===== src/sv/general_purpose_reload_timer_unit_macros.svh =====
// Assertion macros for the general-purpose reload timer unit.
// Included by modules that carry concurrent checks; empty under synthesis.
`ifndef GENERAL_PURPOSE_RELOAD_TIMER_UNIT_MACROS_SVH
`define GENERAL_PURPOSE_RELOAD_TIMER_UNIT_MACROS_SVH

`ifndef SYNTHESIS
// check with reset disable
`define GPRT_ASSERT(label, clk, rst_n, prop, msg) \
  label: assert property (@(posedge clk) disable iff (!rst_n) prop) else $error(msg);
// check that also holds during reset
`define GPRT_ASSERT_ALWAYS(label, clk, prop, msg) \
  label: assert property (@(posedge clk) prop) else $error(msg);
`else
`define GPRT_ASSERT(label, clk, rst_n, prop, msg)
`define GPRT_ASSERT_ALWAYS(label, clk, prop, msg)
`endif

`endif


===== src/sv/gprt_pkg.sv =====
// Package for the general-purpose reload timer unit: widths, codes, item types.
// No dependencies.
`timescale 1ns / 1ps

package gprt_pkg;

  localparam int COUNT_WIDTH = 16;
  localparam int IN_DATA_W   = 24;
  localparam int OUT_DATA_W  = 24;

  typedef logic [COUNT_WIDTH-1:0] cnt_t;

  localparam logic [1:0] CMD_TICK  = 2'd0;
  localparam logic [1:0] CMD_WRITE = 2'd1;
  localparam logic [1:0] CMD_READ  = 2'd2;

  localparam logic [3:0] REG_CTRL    = 4'd0;
  localparam logic [3:0] REG_INTEN   = 4'd1;
  localparam logic [3:0] REG_STATUS  = 4'd2;
  localparam logic [3:0] REG_GEN     = 4'd3;
  localparam logic [3:0] REG_COUNT   = 4'd4;
  localparam logic [3:0] REG_PRESC   = 4'd5;
  localparam logic [3:0] REG_RELOAD  = 4'd6;
  localparam logic [3:0] REG_REMAIN  = 4'd7;
  localparam logic [3:0] REG_ELAPSED = 4'd8;

  // control bit positions
  localparam int CTL_EN   = 0;
  localparam int CTL_OPM  = 1;
  localparam int CTL_DIR  = 2;
  localparam int CTL_URS  = 3;
  localparam int CTL_UDIS = 4;

  typedef struct packed {
    logic [15:0] wdata;
    logic [3:0]  reg_addr;
    logic [1:0]  cmd;
  } item_t;

  typedef struct packed {
    logic        update_event;
    logic        irq;
    logic [15:0] read_data;
  } result_t;

endpackage


===== src/sv/general_purpose_reload_timer_unit.sv =====
// Top level of the general-purpose reload timer unit: stream handshake,
// input register and result register around gprt_core. Depends on gprt_pkg.
`timescale 1ns / 1ps

// One item (a timer tick, a register write or a register read) is accepted
// every clock cycle when the result side keeps up; each item yields exactly one
// result: it waits in the input register, where the counter, prescaler and
// register file are updated by a single pass of logic, then passes to the
// result register. Timer time advances only with tick items, never with the
// bus clock on its own.
module general_purpose_reload_timer_unit
  import gprt_pkg::*;
(
  input  logic                  clk,
  input  logic                  rst_n,
  input  logic                  in_tvalid,
  output logic                  in_tready,
  input  logic [IN_DATA_W-1:0]  in_tdata,   // cmd[1:0], reg_addr[5:2], wdata[21:6]
  output logic                  out_tvalid,
  input  logic                  out_tready,
  output logic [OUT_DATA_W-1:0] out_tdata   // read_data[15:0], irq[16], update_event[17]
);

  logic    stg_v_r;
  item_t   stg_r;
  logic    out_v_r;
  result_t out_r;
  logic    adv;
  result_t res;

  assign adv       = stg_v_r && (!out_v_r || out_tready);
  assign in_tready = !stg_v_r || adv;

  always_ff @(posedge clk) begin
    if (!rst_n) begin
      stg_v_r <= 1'b0;
      out_v_r <= 1'b0;
    end else begin
      if (in_tready) begin
        stg_v_r <= in_tvalid;
      end
      if (adv) begin
        out_v_r <= 1'b1;
      end else if (out_tready) begin
        out_v_r <= 1'b0;
      end
    end
  end

  always_ff @(posedge clk) begin
    if (in_tready && in_tvalid) begin
      stg_r <= item_t'(in_tdata[$bits(item_t)-1:0]);
    end
    if (adv) begin
      out_r <= res;
    end
  end

  gprt_core u_core (
    .clk   (clk),
    .rst_n (rst_n),
    .fire  (adv),
    .item  (stg_r),
    .res   (res)
  );

  assign out_tvalid = out_v_r;
  assign out_tdata  = {{(OUT_DATA_W - $bits(result_t)){1'b0}}, out_r};

endmodule


===== src/sv/gprt_core.sv =====
// Timer state and single-pass item processing for the reload timer unit.
// Depends on gprt_pkg and general_purpose_reload_timer_unit_macros.svh.
`timescale 1ns / 1ps
`include "general_purpose_reload_timer_unit_macros.svh"

module gprt_core
  import gprt_pkg::*;
(
  input  logic    clk,
  input  logic    rst_n,
  input  logic    fire,
  input  item_t   item,
  output result_t res
);

  logic [4:0]  ctrl_r, ctrl_nxt;
  logic [1:0]  inten_r, inten_nxt;
  logic        flag_r, flag_nxt;
  cnt_t        cnt_r, cnt_nxt;
  logic [15:0] psc_pre_r, psc_pre_nxt;
  logic [15:0] psc_act_r, psc_act_nxt;
  logic [15:0] psc_cnt_r, psc_cnt_nxt;
  cnt_t        reload_r, reload_nxt;

  logic        wrapped;
  logic        ev;
  logic [15:0] rd;
  cnt_t        diff;

  assign diff = reload_r - cnt_r;

  always_comb begin
    ctrl_nxt    = ctrl_r;
    inten_nxt   = inten_r;
    flag_nxt    = flag_r;
    cnt_nxt     = cnt_r;
    psc_pre_nxt = psc_pre_r;
    psc_act_nxt = psc_act_r;
    psc_cnt_nxt = psc_cnt_r;
    reload_nxt  = reload_r;
    wrapped     = 1'b0;
    ev          = 1'b0;
    rd          = '0;
    unique case (item.cmd)
      CMD_TICK: begin
        if (ctrl_r[CTL_EN]) begin
          if (psc_cnt_r < psc_act_r) begin
            psc_cnt_nxt = psc_cnt_r + 16'd1;
          end else begin
            psc_cnt_nxt = '0;
            if (ctrl_r[CTL_DIR]) begin
              wrapped = (cnt_r == '0);
              cnt_nxt = wrapped ? reload_r : cnt_r - cnt_t'(1);
            end else begin
              wrapped = (cnt_r >= reload_r);
              cnt_nxt = wrapped ? '0 : cnt_r + cnt_t'(1);
            end
            if (wrapped && !ctrl_r[CTL_UDIS]) begin
              ev          = 1'b1;
              flag_nxt    = 1'b1;
              psc_act_nxt = psc_pre_r;
              if (ctrl_r[CTL_OPM]) begin
                ctrl_nxt[CTL_EN] = 1'b0;
              end
            end
          end
        end
      end
      CMD_WRITE: begin
        unique case (item.reg_addr)
          REG_CTRL:   ctrl_nxt    = item.wdata[4:0];
          REG_INTEN:  inten_nxt   = item.wdata[1:0];
          REG_STATUS: flag_nxt    = flag_r & item.wdata[0];
          REG_GEN: begin
            if (item.wdata[0]) begin
              cnt_nxt     = ctrl_r[CTL_DIR] ? reload_r : '0;
              psc_cnt_nxt = '0;
              if (!ctrl_r[CTL_UDIS]) begin
                psc_act_nxt = psc_pre_r;
                if (!ctrl_r[CTL_URS]) begin
                  flag_nxt = 1'b1;
                end
              end
            end
          end
          REG_COUNT:  cnt_nxt     = cnt_t'(item.wdata);
          REG_PRESC:  psc_pre_nxt = item.wdata;
          REG_RELOAD: reload_nxt  = cnt_t'(item.wdata);
          default: ;
        endcase
      end
      CMD_READ: begin
        unique case (item.reg_addr)
          REG_CTRL:    rd = {11'd0, ctrl_r};
          REG_INTEN:   rd = {14'd0, inten_r};
          REG_STATUS:  rd = {15'd0, flag_r};
          REG_COUNT:   rd = cnt_r[15:0];
          REG_PRESC:   rd = psc_pre_r;
          REG_RELOAD:  rd = reload_r[15:0];
          REG_REMAIN:  rd = ctrl_r[CTL_DIR] ? cnt_r[15:0] : diff[15:0];
          REG_ELAPSED: rd = ctrl_r[CTL_DIR] ? diff[15:0] : cnt_r[15:0];
          default:     rd = '0;
        endcase
      end
      default: ;
    endcase
  end

  assign res.read_data    = rd;
  assign res.irq          = flag_nxt & inten_nxt[0];
  assign res.update_event = ev;

  always_ff @(posedge clk) begin
    if (!rst_n) begin
      ctrl_r    <= '0;
      inten_r   <= '0;
      flag_r    <= 1'b0;
      cnt_r     <= '0;
      psc_pre_r <= '0;
      psc_act_r <= '0;
      psc_cnt_r <= '0;
      reload_r  <= '1;
    end else if (fire) begin
      ctrl_r    <= ctrl_nxt;
      inten_r   <= inten_nxt;
      flag_r    <= flag_nxt;
      cnt_r     <= cnt_nxt;
      psc_pre_r <= psc_pre_nxt;
      psc_act_r <= psc_act_nxt;
      psc_cnt_r <= psc_cnt_nxt;
      reload_r  <= reload_nxt;
    end
  end

  `GPRT_ASSERT(a_ev_only_on_tick, clk, rst_n, (fire && res.update_event) |-> (item.cmd == CMD_TICK), "update event outside a tick")
  `GPRT_ASSERT(a_ev_sets_flag, clk, rst_n, (fire && res.update_event) |=> flag_r, "update did not set flag")
  `GPRT_ASSERT(a_opm_stops, clk, rst_n, (fire && res.update_event && ctrl_r[CTL_OPM]) |=> !ctrl_r[CTL_EN], "one-shot did not stop timer")
  `GPRT_ASSERT(a_idle_holds, clk, rst_n, (!fire && $past(rst_n)) |=> $stable(cnt_r) && $stable(flag_r), "state moved without a transfer")

endmodule


===== config.mk =====
export PLATFORM = sky130hd
export DESIGN_NAME = general_purpose_reload_timer_unit
export DESIGN_NICKNAME = d
export VERILOG_FILES = /design/src/sv/gprt_pkg.sv /design/src/sv/general_purpose_reload_timer_unit.sv /design/src/sv/gprt_core.sv
export VERILOG_INCLUDE_DIRS = /design/src /design/src/sv
export SDC_FILE = /design/constraint.sdc
export NUM_CORES = 1
export LEC_CHECK = 0
export BUFFER_PORTS_ARGS = -buffer_cell sky130_fd_sc_hd__clkbuf_2
export CORE_ASPECT_RATIO = 1.1
export CORE_MARGIN = 4
export CORE_UTILIZATION = 45
export CTS_BUF_LIST = sky130_fd_sc_hd__clkbuf_4
export CTS_CLUSTER_DIAMETER = 200
export DETAILED_ROUTE_END_ITERATION = 7
export MAX_ROUTING_LAYER = met4
export SLEW_MARGIN = 25
export SYNTH_ARGS = -nofsm -noshare
export SYNTH_HDL_FRONTEND = slang
export SYNTH_SLANG_ARGS = --single-unit

===== constraint.sdc =====
create_clock -name clk -period 8.5 [get_ports clk]
set_input_delay 1.275 -clock clk [delete_from_list [all_inputs] [get_ports clk]]
set_output_delay 1.275 -clock clk [all_outputs]
set_load 0.005 [all_outputs]

**Word-level counts from Yosys, hierarchy flattened**

Index checks and enable logic that the tools add are counted.
W data, S select, Z words.

- Word-level logic and storage cells: 116
- Output and inout port bits: 26
- Bits of input ports: 28
- Bits in registers: 130

- Equal/unequal tests: 19
- Bitwise operators: 4
- $lt $le $gt $ge: 2
- Mux-type cells: 47
- Reduce and logical (&&, ||, !) cells: 22
- $add $sub $neg: 4

Operators by type and width:

| kind | count |
|---|---|
| $mux W16 | 19 |
| $pmux W16 S2 | 4 |
| $pmux W16 S8 | 1 |
| $add A16 B1 Y16 const B | 2 |
| $mux W1 | 20 |
| $eq A4 B3 Y1 const B | 4 |
| $ge A16 B16 Y1 | 1 |
| $logic_not A16 Y1 | 1 |
| $lt A16 B16 Y1 | 1 |
| $sub A16 B1 Y16 const B | 1 |
| $sub A16 B16 Y16 | 1 |
| $reduce_and A3 Y1 | 5 |
| $eq A4 B2 Y1 const B | 2 |
| $ne A2 B2 Y1 const B | 4 |
| $reduce_and A8 Y1 | 1 |
| $ne A2 B1 Y1 const B | 3 |
| $pmux W1 S2 | 3 |
| $reduce_and A6 Y1 | 1 |
| $reduce_and A5 Y1 | 1 |
| $eq A4 B1 Y1 const B | 1 |
| $eq A4 B4 Y1 const B | 1 |
| $logic_not A4 Y1 | 1 |
| $reduce_bool A2 Y1 | 2 |
| $logic_and A1 B1 Y1 | 3 |
| 10 further kinds | 15 |

**Longest topological paths before layout**

Gate-level depths: netlist (run 1).

- Depth after elaboration: 11
- Mapped depth: 13
- Gate-level depth less buffers: 11

**Hierarchy**

From an unflattened synthesis (run 1), not the netlist that was laid out.

- Cells, all modules: 903
- Area, all modules: 7603.5 sq um

By module, submodules not included:

| module | instances | sequential area each (sq um) | area each (sq um) | cells an instance |
|---|---|---|---|---|
| gprt_core | 1 | 1761.7 | 6249.7 | 847 |
| general_purpose_reload_timer_unit | 1 | 1241.2 | 1353.8 | 56 |

**Worst setup path before layout (run 1)**

OpenSTA, ideal clock, no wires.

- Kind: input to register
- Start: input out_tready
- End: register u_core.psc_pre_r[10]
- Stages: 9
- Buffers on the path: 3
- Required time: 8.424 ns
- Setup slack: 4.857 ns
- Library setup time: 0.076 ns
- Arrival: 3.567 ns
- Cell sequence: nor2b_1 -> nor2b_1 -> nor2b_1 -> clkbuf_1 -> and3_1 -> clkbuf_1 -> clkbuf_1 -> nand2_1 -> a21boi_0

- Longest elaborated chain between the ends: 3

Ends and longest elaborated chain:

| what | line | text |
|---|---|---|
| from (decl) | general_purpose_reload_timer_unit.sv:20 | `input logic out_tready,` |
| $logic_or A1 B1 Y1 | general_purpose_reload_timer_unit.sv:31 | `assign adv = stg_v_r && (!out_v_r \|\| out_tready);` |
| $logic_and A1 B1 Y1 | general_purpose_reload_timer_unit.sv:31 |  |
| net adv | general_purpose_reload_timer_unit.sv:28 | `logic adv;` |
| $reduce_and A3 Y1 (no line) | n/a |  |
| to (signal assigned) | gprt_core.sv:128 | `psc_pre_r <= psc_pre_nxt;` |
| to (decl) | gprt_core.sv:20 | `logic [15:0] psc_pre_r, psc_pre_nxt;` |

The timed path passes the listed nets, and every way through them passes these cells.
A chain may end at the register's enable or synchronous reset.

**Final worst setup path (run 1)**

- Start: register u_core.cnt_r[0]
- End: register u_core.psc_act_r[9]

- Longest elaborated chain between the ends: 8
- Elaborated cells between the ends (all ways): 9
- Those cells by class: order compare (1); eq/ne (1); mux (4); reduce/logical (3)

Ends and longest elaborated chain:

| what | line | text |
|---|---|---|
| from (decl) | gprt_core.sv:19 | `cnt_t cnt_r, cnt_nxt;` |
| from (signal assigned) | gprt_core.sv:127 | `cnt_r <= cnt_nxt;` |
| $ge A16 B16 Y1 / $logic_not A16 Y1 (equally long branches) | gprt_core.sv:55, gprt_core.sv:52 |  |
| $mux W1 (*) | gprt_core.sv:51 | `if (ctrl_r[CTL_DIR]) begin` |
| $mux W1 (*) | gprt_core.sv:47 | `if (psc_cnt_r < psc_act_r) begin` |
| $mux W1 (*) | gprt_core.sv:46 | `if (ctrl_r[CTL_EN]) begin` |
| $mux W1 (*) | gprt_core.sv:44 | `unique case (item.cmd)` |
| $logic_and A1 B1 Y1 (*) | gprt_core.sv:58 | `if (wrapped && !ctrl_r[CTL_UDIS]) begin` |
| $ne A2 B1 Y1 (no line) (*) | n/a |  |
| $reduce_and A8 Y1 (no line) (*) | n/a |  |
| to (signal assigned) | gprt_core.sv:129 | `psc_act_r <= psc_act_nxt;` |
| to (decl) | gprt_core.sv:21 | `logic [15:0] psc_act_r, psc_act_nxt;` |

Every way passes the cells marked *; elsewhere a longest branch is shown, timed or not. The select of a mux whose other input is x is not followed.

==> summary.md, run 1 <==
| Metric | Value |
|---|---|
| Setup Buffers After CTS | 0 |
| Compound-Gate Fraction of Synth Area | 19.06% |
| Largest stage delay, worst path | 0.77 ns |
| H-tree levels | 4 |
| Slew margin rel. | 33.79% |
| Io pins | 54 |
| Worst Max-Slew Pin Slew | 0.9904 ns |
| Initial drt markers | 956 |
| Antenna-violating nets left | 0 |
| Crit Path Max Fanout | 16 |
| Die Y | 145.3 um |
| Nets | 984 |
| Post-synthesis sequential area ratio | 38.95% |
| Post-layout minimum cycle time | 4.022 ns |
| Routed len/inst | 18.23 um |
| Sink Count | 130 |
| Proportion of synthesized area in mux cells | 3.506% |
| Number of synthesized flops with an enable pin | 40 |
| Setup TNS | 0 ns |
| Gate Count Post-Synth | 904 |
| Main flop type after synthesis | dfxtp_1 |
| Routed WL | 20770 um |
| TritonCTS clock tree | done |
| Fin. Hold Viols | 0 |
| Worst Path Buf+Inv | 1 |
| Starting Density | 46.57% |
| Worst min path class | reg -> reg |
| Yosys cell types | 74 |
| Crit path max-delay cell type | o21ba_1 |
| CP delay by family, top | compound AO/OA/AOI/OAI gates |
| Rows | 49 |
| Skew-Pair Late Insertion Delay | 0.55 ns |
| DRC viols | 0 |
| TritonCTS buffer count | 17 |
| Avg Inst Size Synth | 8.527 um2 |
| Detailed Place HPWL | 14600 um |
| Asr flop ratio synth | 0% |
| Critical Path End Type | register |
| Pleak | 3.092 nW |
| Clock Skew | 0.01402 ns |
| Req. time, crit path | 8.98 ns |
| Slew Limit Fails | 0 |
| # fillers | 1638 |
| Largest family of logic cells by synthesized area | simple AND/OR/NAND/NOR gates |
| Vias | 6722 |
| Longest Clk Path Bufs | 2 |
| Warnings from Yosys | 0 |
| CP Cell Sequence | ha_1, inv_1, fa_1, nand3_1, a21oi_1, o311ai_0, a21o_1, and4_1, o21ba_1, mux2i_1 |
| GRT overflow | 0 |
| Worst VDD drop | 0.0001044 V |
| Vias in the first global route | 6172 |
| Final setup viols | 0 |
| Largest net degree at the start of global routing | 88 |
| Post-synthesis adder-cell area fraction | 5.778% |
| DR pass1 iterations | 7 |
| GRT Overall Usage | 22.39% |
| First-pass GRT wire length | 33930 um |
| Core area | 0.01655 mm2 |
| Power per Cell Area | 151.6 mW/mm2 |
| Clock Tree Root | clkbuf_4 |
| Clk slew on worst S/H paths | 0.12 ns |
| Max-cap check violation count | 0 |
| Hold Buf Count CTS | 0 |
| Mapped Area | 0.007709 mm2 |
| Die Footprint | 0.01929 mm2 |
| Fmax | 0.2486 GHz |
| Number of port buffers | 45 |
| Startpoint types | register |
| Critical path type | reg -> reg |
| Share of layout cells above drive strength 1 | 10.71% |
| Status | complete, no violations |
| Worst path arrival time | 4.50 ns |
| Hold Slack | 0.4614 ns |
| Vias per cell | 5.902 |
| Number of synthesized register bits | 130 |
| Die Wd | 132.8 um |
| Synth Area in Simple Gates | 22.80% |
| Period utilization | 47.32% |
| RSZ-0062 raised after global routing | no |
| Area grow syn2layout | 8.456% |
| Routability cong. | 0.9726 |
| XOR/XNOR Fraction of Synth Area | 4.090% |
| Initial antenna violation count | 1 |
| Post-cts sizing count | 0 |
==> cells by family after synthesis <==
kind of cell	count (synthesis)
flops	130
simple gates	370
other cells	1
mux	27
buf+inv	105
fa+ha+maj	35
compound gates	200
xor+xnor	36
==> metrics by stage <==
stage                     utilization, %  cell area [um2]  cells  setup slack, ns  power (mW)
after CTS                          50.48             8357   1138            4.477       1.278
after global routing               50.51             8361   1139            4.156       1.319
after global placement             48.36             8005   1106            4.565      0.7691
after detailed placement           48.38             8009   1106            4.524      0.7699
final                              50.51             8361   1139            4.478       1.267
after floorplan                        -             7727    909            4.857      0.7399
==> sequential cells by signal (all words and copies together), names as in the netlist <==
signal / cells
u_core.inten_r: 2
stg_v_r: 1
u_core.reload_r: 16
out_tvalid: 1
u_core.flag_r: 1
u_core.psc_act_r: 16
u_core.cnt_r: 16
out_tdata: 18
u_core.psc_cnt_r: 16
u_core.psc_pre_r: 16
u_core.ctrl_r: 5
stg_r: 22
==> final timing paths <==
check | startpoint | to | slack [ns] | cells after the start
max reg2reg | u_core.cnt_r[0]$_SDFFE_PN0P_ | u_core.psc_act_r[9]$_SDFFE_PN0P_ | 4.48 | 10
min reg2reg | u_core.psc_act_r[4]$_SDFFE_PN0P_ | u_core.psc_act_r[4]$_SDFFE_PN0P_ | 0.46 | 2
min | u_core.psc_act_r[4]$_SDFFE_PN0P_ | u_core.psc_act_r[4]$_SDFFE_PN0P_ | 0.46 | 2
max | u_core.cnt_r[0]$_SDFFE_PN0P_ | u_core.psc_act_r[9]$_SDFFE_PN0P_ | 4.48 | 10
==> worst min-delay path: stages, from the launching register on <==
cell and delay, ns:
dfxtp_1 0.33, nand2_1 0.05, mux2i_1 0.05
==> cell type report <==
class	instances	area, um2	share of cell area (%)
antenna	1	2.502	0.02993
clock buffer	18	135.1	1.616
clock inverter	14	212.7	2.544
inverter	43	161.4	1.931
multi-input combinational	674	4290	51.32
sequential	130	3003	35.92
tap	204	255.2	3.053
timing repair buffer	55	300.3	3.592
==> per-layer routing <==
metal  share of wire [%]  GRT usage [%]  up-vias  routed length [um]
li1                    -              -     3307                   -
met1                  47          31.41     3116                9792
met2                  44          32.65      271                9174
met3                 7.2          4.571       28                1485
met4                 1.5          6.601        0                 316
met5                   0              -        -                   0
==> report_power, final <==
group,internal (mW),total [mW],switching [mW]
logic,0.0330,0.0911,0.0581
clock network,0.265,0.510,0.245
registers,0.652,0.666,0.0145
total,0.950,1.27,0.318
==> layout by cell type, fill, tap and decap left out, types with 10 or more instances in the layout <==
| cell type | Yosys | routed |
|---|---|---|
| a21boi_0 | 15 | 15 |
| nand2_1 | 157 | 157 |
| o21ai_0 | 22 | 22 |
| nor2b_1 | 21 | 19 |
| xnor2_1 | 18 | 18 |
| o21a_1 | 10 | 10 |
| inv_1 | 42 | 42 |
| and3_1 | 15 | 15 |
| a21oi_1 | 34 | 34 |
| dfxtp_1 | 90 | 90 |
| clkbuf_4 | 0 | 18 |
| edfxtp_1 | 40 | 40 |
| clkbuf_2 | 0 | 45 |
| a222oi_1 | 16 | 16 |
| buf_4 | 6 | 10 |
| ha_1 | 34 | 34 |
| nand3_1 | 67 | 67 |
| mux2i_1 | 27 | 27 |
| nor2_1 | 47 | 47 |
| xor2_1 | 18 | 18 |
| nor3_1 | 14 | 14 |
==> Yosys cell counts (4+ instances only) <==
master / n / area, um2
inv_1: 42 / 157.7
and4_1: 4 / 35.03
nand3_1: 67 / 335.3
nor3_1: 14 / 70.07
mux2i_1: 27 / 270.3
a21oi_1: 34 / 170.2
nand4_1: 8 / 50.05
nor2b_1: 21 / 131.4
ha_1: 34 / 425.4
edfxtp_1: 40 / 1201
a222oi_1: 16 / 160.2
buf_4: 6 / 45.04
a31oi_1: 7 / 43.79
nor3b_1: 5 / 37.54
and2_1: 9 / 56.30
a21boi_0: 15 / 112.6
nor2_1: 47 / 176.4
o22ai_1: 5 / 31.28
a32o_1: 9 / 90.09
dfxtp_1: 90 / 1802
o311ai_0: 5 / 43.79
o32ai_1: 5 / 43.79
o21ai_0: 22 / 110.1
a211oi_1: 7 / 52.55
o21a_1: 10 / 75.07
o211ai_1: 8 / 60.06
clkbuf_1: 51 / 191.4
nand2b_1: 5 / 31.28
and3_1: 15 / 93.84
nand2_1: 157 / 589.3
xnor2_1: 18 / 157.7
o221ai_1: 5 / 43.79
xor2_1: 18 / 157.7
a21o_1: 9 / 67.56
No activity file was read; power rests on OpenSTA's default activity.
==> run 2: changes to the inputs <==
Settings changed: ABC_AREA from default to 1.
Clock period 8.5 ns to 3.95 ns, I/O delays scaled along.
==> run 2 against run 1 <==
Routed wire length grew 9.3%. Global-route usage grew 1.7 points. Combinational power grew to 3.7 times the previous value. Critical path depth grew 6. Design area grew 2.9%. Power grew 120%. Sequential share of layout area shrank 1.0 points. Setup slack lost 3.6 ns. Critical path type unchanged. Largest cell class unchanged. Highest routed layer unchanged.
==> summary.md, run 2 <==
| Metric | Value |
|---|---|
| Rows | 50 |
| CP delay by family, top | simple AND/OR/NAND/NOR gates |
| Detailed Place HPWL | 17240 um |
| Die Footprint | 0.01989 mm2 |
| Final setup viols | 0 |
| Commonest cells post-synth | 226 x nand2_1, 122 x inv_1, 119 x nor2_1, 93 x a21oi_1, 92 x o21ai_0 |
| Worst min path class | in -> reg |
| Worst VDD drop | 0.0002394 V |
| CP Cell Sequence | ha_1, inv_1, fa_1, nand3_1, nand3_1, nand2_1, nand2_1, nand2_1, nand2_1, nand2_1, nand3_1, nand2_2, nand2_4, nor2_4, o21ai_0, nor2_1 |
| Core area | 0.01720 mm2 |
| RSZ-0062 raised after global routing | no |
| Power per Cell Area | 322.7 mW/mm2 |
| Routed WL | 22710 um |
| Clock Tree Root | clkbuf_4 |
| Mapped Area | 0.007964 mm2 |
| Commonest non-fill, non-tap cell in the layout | nand2_1 |
| Main flop type after synthesis | dfxtp_1 |
| Clock Skew | 0.01589 ns |
| Critical path type | reg -> reg |
| Longest Clk Path Bufs | 2 |
| Starting Density | 46.29% |
| Asr flop ratio synth | 0% |
| Worst Max-Slew Pin Slew | 0.8914 ns |
| Nets | 1196 |
| Slew Limit Fails | 0 |
| GRT Overall Usage | 24.09% |
| Yosys cell types | 58 |
| Vias in the first global route | 6905 |
| Pleak | 3.718 nW |
| Vias per cell | 5.403 |
| Die Wd | 134.8 um |
| First-pass GRT wire length | 36900 um |
| Max FFs per register | 22 |
| Startpoint types | register |
| Number of synthesized register bits | 130 |
| Fmax | 0.3244 GHz |
| Gate Count Post-Synth | 1103 |
| Clk slew on worst S/H paths | 0.12 ns |
| Initial antenna violation count | 1 |
| Largest net degree at the start of global routing | 71 |
| Fin. Hold Viols | 0 |
| Io pins | 54 |
| Sink Count | 130 |
| Final setup margin | 0.8673 ns |
| Slew margin rel. | 40.51% |
| Post-layout minimum cycle time | 3.083 ns |
| GRT overflow | 0 |
| Largest stage delay, worst path | 0.56 ns |
| H-tree levels | 4 |
| Req. time, crit path | 4.46 ns |
| Cell taking the most area after synthesis | dfxtp_1 |
| Routability cong. | 0.9394 |
| Worst Path Buf+Inv | 1 |
| Routed len/inst | 16.44 um |
| Hold Buf Count CTS | 0 |
| DR pass1 iterations | 5 |
| Largest register by flop count | stg_r |
| Initial drt markers | 635 |
| Skew-Pair Late Insertion Delay | 0.57 ns |
| Most frequent cells in the layout | 226 x nand2_1, 122 x inv_1, 119 x nor2_1 |
| TritonCTS clock tree | done |
| Share of layout cells above drive strength 1 | 10.65% |
| DRC viols | 0 |
| Warnings from Yosys | 0 |
| Share of the synthesized area in the top cell type | 22.62% |
| Post-cts sizing count | 0 |
| Synth top area cells | dfxtp_1 23%, edfxtp_1 15%, nand2_1 11%, a21oi_1 5.8%, o21ai_0 5.8% |
| Crit Path Max Fanout | 17 |
| TritonCTS buffer count | 17 |
| Setup TNS | 0 ns |
| Die Y | 147.5 um |
| Number of synthesized flops with an enable pin | 40 |
| Post-synthesis sequential area ratio | 37.71% |
| Crit-path most repeated cell | nand2_1 |
| Period utilization | 78.04% |
| Max-cap check violation count | 0 |
| Vias | 7461 |
| Number of port buffers | 45 |
| Area grow syn2layout | 8.044% |
| Count leader, synth | nand2_1 |
| Avg Inst Size Synth | 7.220 um2 |
| Status | complete, no violations |
| Critical Path End Type | register |
| Worst path arrival time | 3.59 ns |
| Placement Setup Slack | 0.9575 ns |
| Crit path max-delay cell type | dfxtp_1 |
| # fillers | 1794 |
| Setup Buffers After CTS | 0 |
| Antenna-violating nets left | 0 |
-- run 2: power breakdown --
group	leakage (nW)	internal, mW	total [mW]	switching, mW
Clock	0.164	0.444	0.989	0.545
Sequential	1.12	1.41	1.45	0.0377
Combinational	2.44	0.108	0.336	0.229
Total	3.72	1.97	2.78	0.812
-- run 2: layout make-up --
class	instances	area (um2)	area share, %
antenna	1	2.502	0.02908
multi-input combinational	799	4228	49.13
clock buffer	18	135.1	1.570
timing repair buffer	52	277.8	3.228
tap	234	292.8	3.403
sequential	130	3003	34.90
clock inverter	14	163.9	1.905
inverter	133	501.7	5.831
-- run 2: worst register-to-register path: stages, from the launching register on --
cell and delay, ns:
dfxtp_1 0.56, ha_1 0.25, inv_1 0.06, fa_1 0.46, nand3_1 0.10, nand3_1 0.12
nand2_1 0.11, nand2_1 0.09, nand2_1 0.07, nand2_1 0.09, nand2_1 0.14, nand3_1 0.13
nand2_2 0.11, nand2_4 0.13, nor2_4 0.34, o21ai_0 0.15, nor2_1 0.12
-- run 2: kinds of logic after synthesis --
family | share of synthesized area [%]
XOR/XNOR | 2.090
AND/OR/NAND/NOR | 26.74
buffers and inverters | 9.442
other | 0.04709
AO/OA/AOI/OAI | 18.38
adder cells (fa/ha/maj) | 5.593
flip-flops | 37.71
-- run 2: metal layers --
metal,global-route usage [%],routed length [um],vias to the layer above,part of all wire (%)
met5,-,0,-,0
met1,32.82,10760,3417,47
met3,4.084,1365,50,6.0
met4,9.827,784,0,3.5
li1,-,-,3751,-
met2,35.59,9794,243,43
-- run 2: worst paths after layout --
kind	start	endpoint	slack, ns	cells after the start
setup / recovery	u_core.cnt_r[0]$_SDFFE_PN0P_	u_core.psc_act_r[4]$_SDFFE_PN0P_	0.87	16
hold reg to reg	u_core.psc_pre_r[12]$_SDFFE_PN0P_	u_core.psc_pre_r[12]$_SDFFE_PN0P_	0.49	2
setup reg to reg	u_core.cnt_r[0]$_SDFFE_PN0P_	u_core.psc_act_r[4]$_SDFFE_PN0P_	0.87	16
hold / removal	in_tdata[18]	stg_r[18]$_DFFE_PP_	0.19	1
-- run 2: stage by stage --
step	power, mW	instances	instance area [um2]	hold slack [ns]	util, %
4_1_cts	2.798	1380	8602	0.1443	50.00
6_report	2.777	1381	8605	0.1929	50.01
5_1_grt	2.902	1381	8605	0.1322	50.01
3_3_place_gp	1.812	1348	8303	0.4677	48.26
3_5_place_dp	1.814	1348	8303	0.4683	48.26
2_1_floorplan	1.713	1108	7983	0.4448	-
==> run 3: changes to the inputs <==
Settings changed: ABC_AREA 1 to 0.
Clock period 3.95 ns to 2.8 ns, I/O delays scaled along.
==> run 3 against run 2 <==
Sequential share of layout area is 2.4 points lower. Setup slack worse by 0.73 ns. Die area fell by 3.0%. Design area up 7.5%. Routed wire length increased by 2.3%. Final cell count is 9.9% lower. Largest cell class unchanged. Highest routed layer unchanged.
==> summary.md, run 3 (synthesis gave the netlist of run 1 again) <==
| Metric | Value |
|---|---|
| Antenna-violating nets left | 0 |
| Sequential Power Share | 52.3% |
| Area grow syn2layout | 20.05% |
| Non-Filler Instances | 1244 |
| Psw | 1.008 mW |
| Number of port buffers | 45 |
| Die Wd | 132.8 um |
| Nets | 1089 |
| Clock Tree Root | clkbuf_4 |
| Routed len/inst | 18.68 um |
| Vias | 7210 |
| Clk slew on worst S/H paths | 0.12 ns |
| Req. time, crit path | 3.19 ns |
| Largest register by flop count | stg_r |
| RSZ-0062 raised after global routing | no |
| Largest net degree at the start of global routing | 28 |
| Crit. Startpoint | u_core.reload_r[0]$_SDFFE_PN1P_ |
| # fillers | 1545 |
| Crit Path Max Fanout | 2 |
| Most frequent cells in the layout | 157 x nand2_1, 91 x buf_4, 90 x dfxtp_1 |
| Worst path arrival time | 3.06 ns |
| HP Start | in_tdata[3] |
| Initial antenna violation count | 1 |
| Critical R2R Capture | out_tdata[10]$_SDFFCE_PP0P_ |
| Starting Density | 46.57% |
| Vias in the first global route | 6671 |
| FF/Latch Area | 0.003003 mm2 |
| Core area | 0.01655 mm2 |
| Share of layout cells above drive strength 1 | 18.29% |
| R2r setup slk | 0.13 ns |
| Final setup viols | 0 |
| Io pins | 54 |
| Commonest non-fill, non-tap cell in the layout | nand2_1 |
| Max-cap check violation count | 0 |
| DR pass1 iterations | 5 |
| Initial drt markers | 803 |
| Status | complete, no violations |
| Detailed Place HPWL | 16980 um |
| GRT overflow | 0 |
| Vias per cell | 5.796 |
| Routability cong. | 0.9726 |
| Clock Skew | 0.02447 ns |
| Die Y | 145.3 um |
| Worst Max-Slew Pin Slew | 0.6091 ns |
| DRC viols | 0 |
| First-pass GRT wire length | 36780 um |
| Critical Path End Type | register |
| Power per Cell Area | 416.1 mW/mm2 |
| Critical path type | reg -> reg |
| Die Footprint | 0.01929 mm2 |
| Multi-input combinational cell area | 0.004322 mm2 |
| Fin. Hold Viols | 0 |
| Worst min path class | in -> reg |
| Max FFs per register | 22 |
| GRT Overall Usage | 24.87% |
| H-tree levels | 4 |
| TritonCTS clock tree | done |
| Post-layout minimum cycle time | 2.666 ns |
| Cell Int Power | 2.843 mW |
| Clock power share | 38.4% |
| Reg2Reg Depth | 11 |
| Switching share of power | 26.18% |
| Setup Buffers After CTS | 0 |
| TritonCTS buffer count | 17 |
| Hold Path End | stg_r[3]$_DFFE_PP_ |
| Routed WL | 23240 um |
| Fmax | 0.3750 GHz |
| Skew-Pair Late Insertion Delay | 0.58 ns |
| Period utilization | 95.23% |
| Longest Clk Path Bufs | 2 |
| Rows | 49 |
| Dpl cells | 1191 |
| Slew margin rel. | 58.35% |
| FF-to-FF Start | u_core.reload_r[0]$_SDFFE_PN1P_ |
| Sink Count | 130 |
| Worst VDD drop | 0.0002568 V |
| Startpoint types | register |
| Comb power frac | 9.3% |
| Pleak | 3.594 nW |
| Slew Limit Fails | 0 |
| Worst hold path depth | 1 |
| Hold Slack | 0.03392 ns |
-- run 3: cell types whose count changed in the layout (fill, tap and decap cells not counted), sizes merged, moves of 21 or more --
cell / delta
a21oi: -58
buf: +88
inv: -89
mux2i: +27
nand2: -77
nor2: -83
nor2b: +21
o21ai: -81
-- run 3: power groups by stage --
stage               logic, mW  registers, mW  clock network (mW)
detailed placement      0.331           2.05                   0
global route            0.392           2.02                1.58
floorplan               0.206           2.04                   0
CTS                     0.354           2.01                1.51
global placement        0.330           2.05                   0
finish                  0.360           2.01                1.48
-- run 3: worst max-delay path: stages (launching register included) --
cell     delay (ns)
dfxtp_1        0.33
inv_1          0.08
ha_1           0.17
inv_1          0.06
fa_2           0.40
nand3_1        0.11
a21oi_1        0.12
or3_1          0.38
and2_1         0.17
o21a_1         0.20
o21a_1         0.18
o32ai_2        0.28
-- run 3: layout make-up --
cell class	instances	area share [%]
Multi-Input combinational cell	674	46.70
Antenna cell	1	0.02704
Timing Repair Buffer	160	12.84
Clock inverter	14	2.015
Clock buffer	18	1.460
Tap cell	204	2.758
Inverter	43	1.744
Sequential cell	130	32.45
-- run 3: metal layers --
metal	part of all wire, %	vias to the layer above	global-route usage, %
met2	43	325	35.65
met5	0	-	-
met4	2.7	0	8.784
li1	-	3514	-
met1	45	3333	35.16
met3	8.9	38	4.536
-- run 3: repair_timing --
action                     CTS  global route
cloned                       0             0
gates resized for setup      1             8
pin swaps                    0             2
hold buffers                20             0
setup endpoints to repair   16            21
hold endpoints to repair    20             0
-- run 3: how the worst max path moves through the flow --
stage / to / cells after the start
after CTS: u_core.psc_act_r[7]$_SDFFE_PN0P_ / 12
after floorplan: u_core.psc_pre_r[10]$_SDFFE_PN0P_ / 9
after detailed placement: u_core.psc_act_r[7]$_SDFFE_PN0P_ / 12
after global placement: u_core.psc_act_r[14]$_SDFFE_PN0P_ / 12
after global routing: u_core.psc_act_r[2]$_SDFFE_PN0P_ / 11
final: out_tdata[10]$_SDFFCE_PP0P_ / 11
-- run 3: metrics by stage --
| stage | power (mW) | utilization [%] | TNS, ns | setup slack [ns] | cell area, um2 |
|---|---|---|---|---|---|
| after detailed placement | 2.384 | 52.50 | -0.4316 | -0.05415 | 8691 |
| after global routing | 3.993 | 55.90 | 0 | 0.004518 | 9254 |
| after floorplan | 2.246 | - | 0 | 0.01242 | 7727 |
| after global placement | 2.384 | 52.50 | -0.02649 | -0.003919 | 8691 |
| after CTS | 3.875 | 55.65 | 0 | 0.0009845 | 9213 |
| final | 3.851 | 55.90 | 0 | 0.1336 | 9254 |
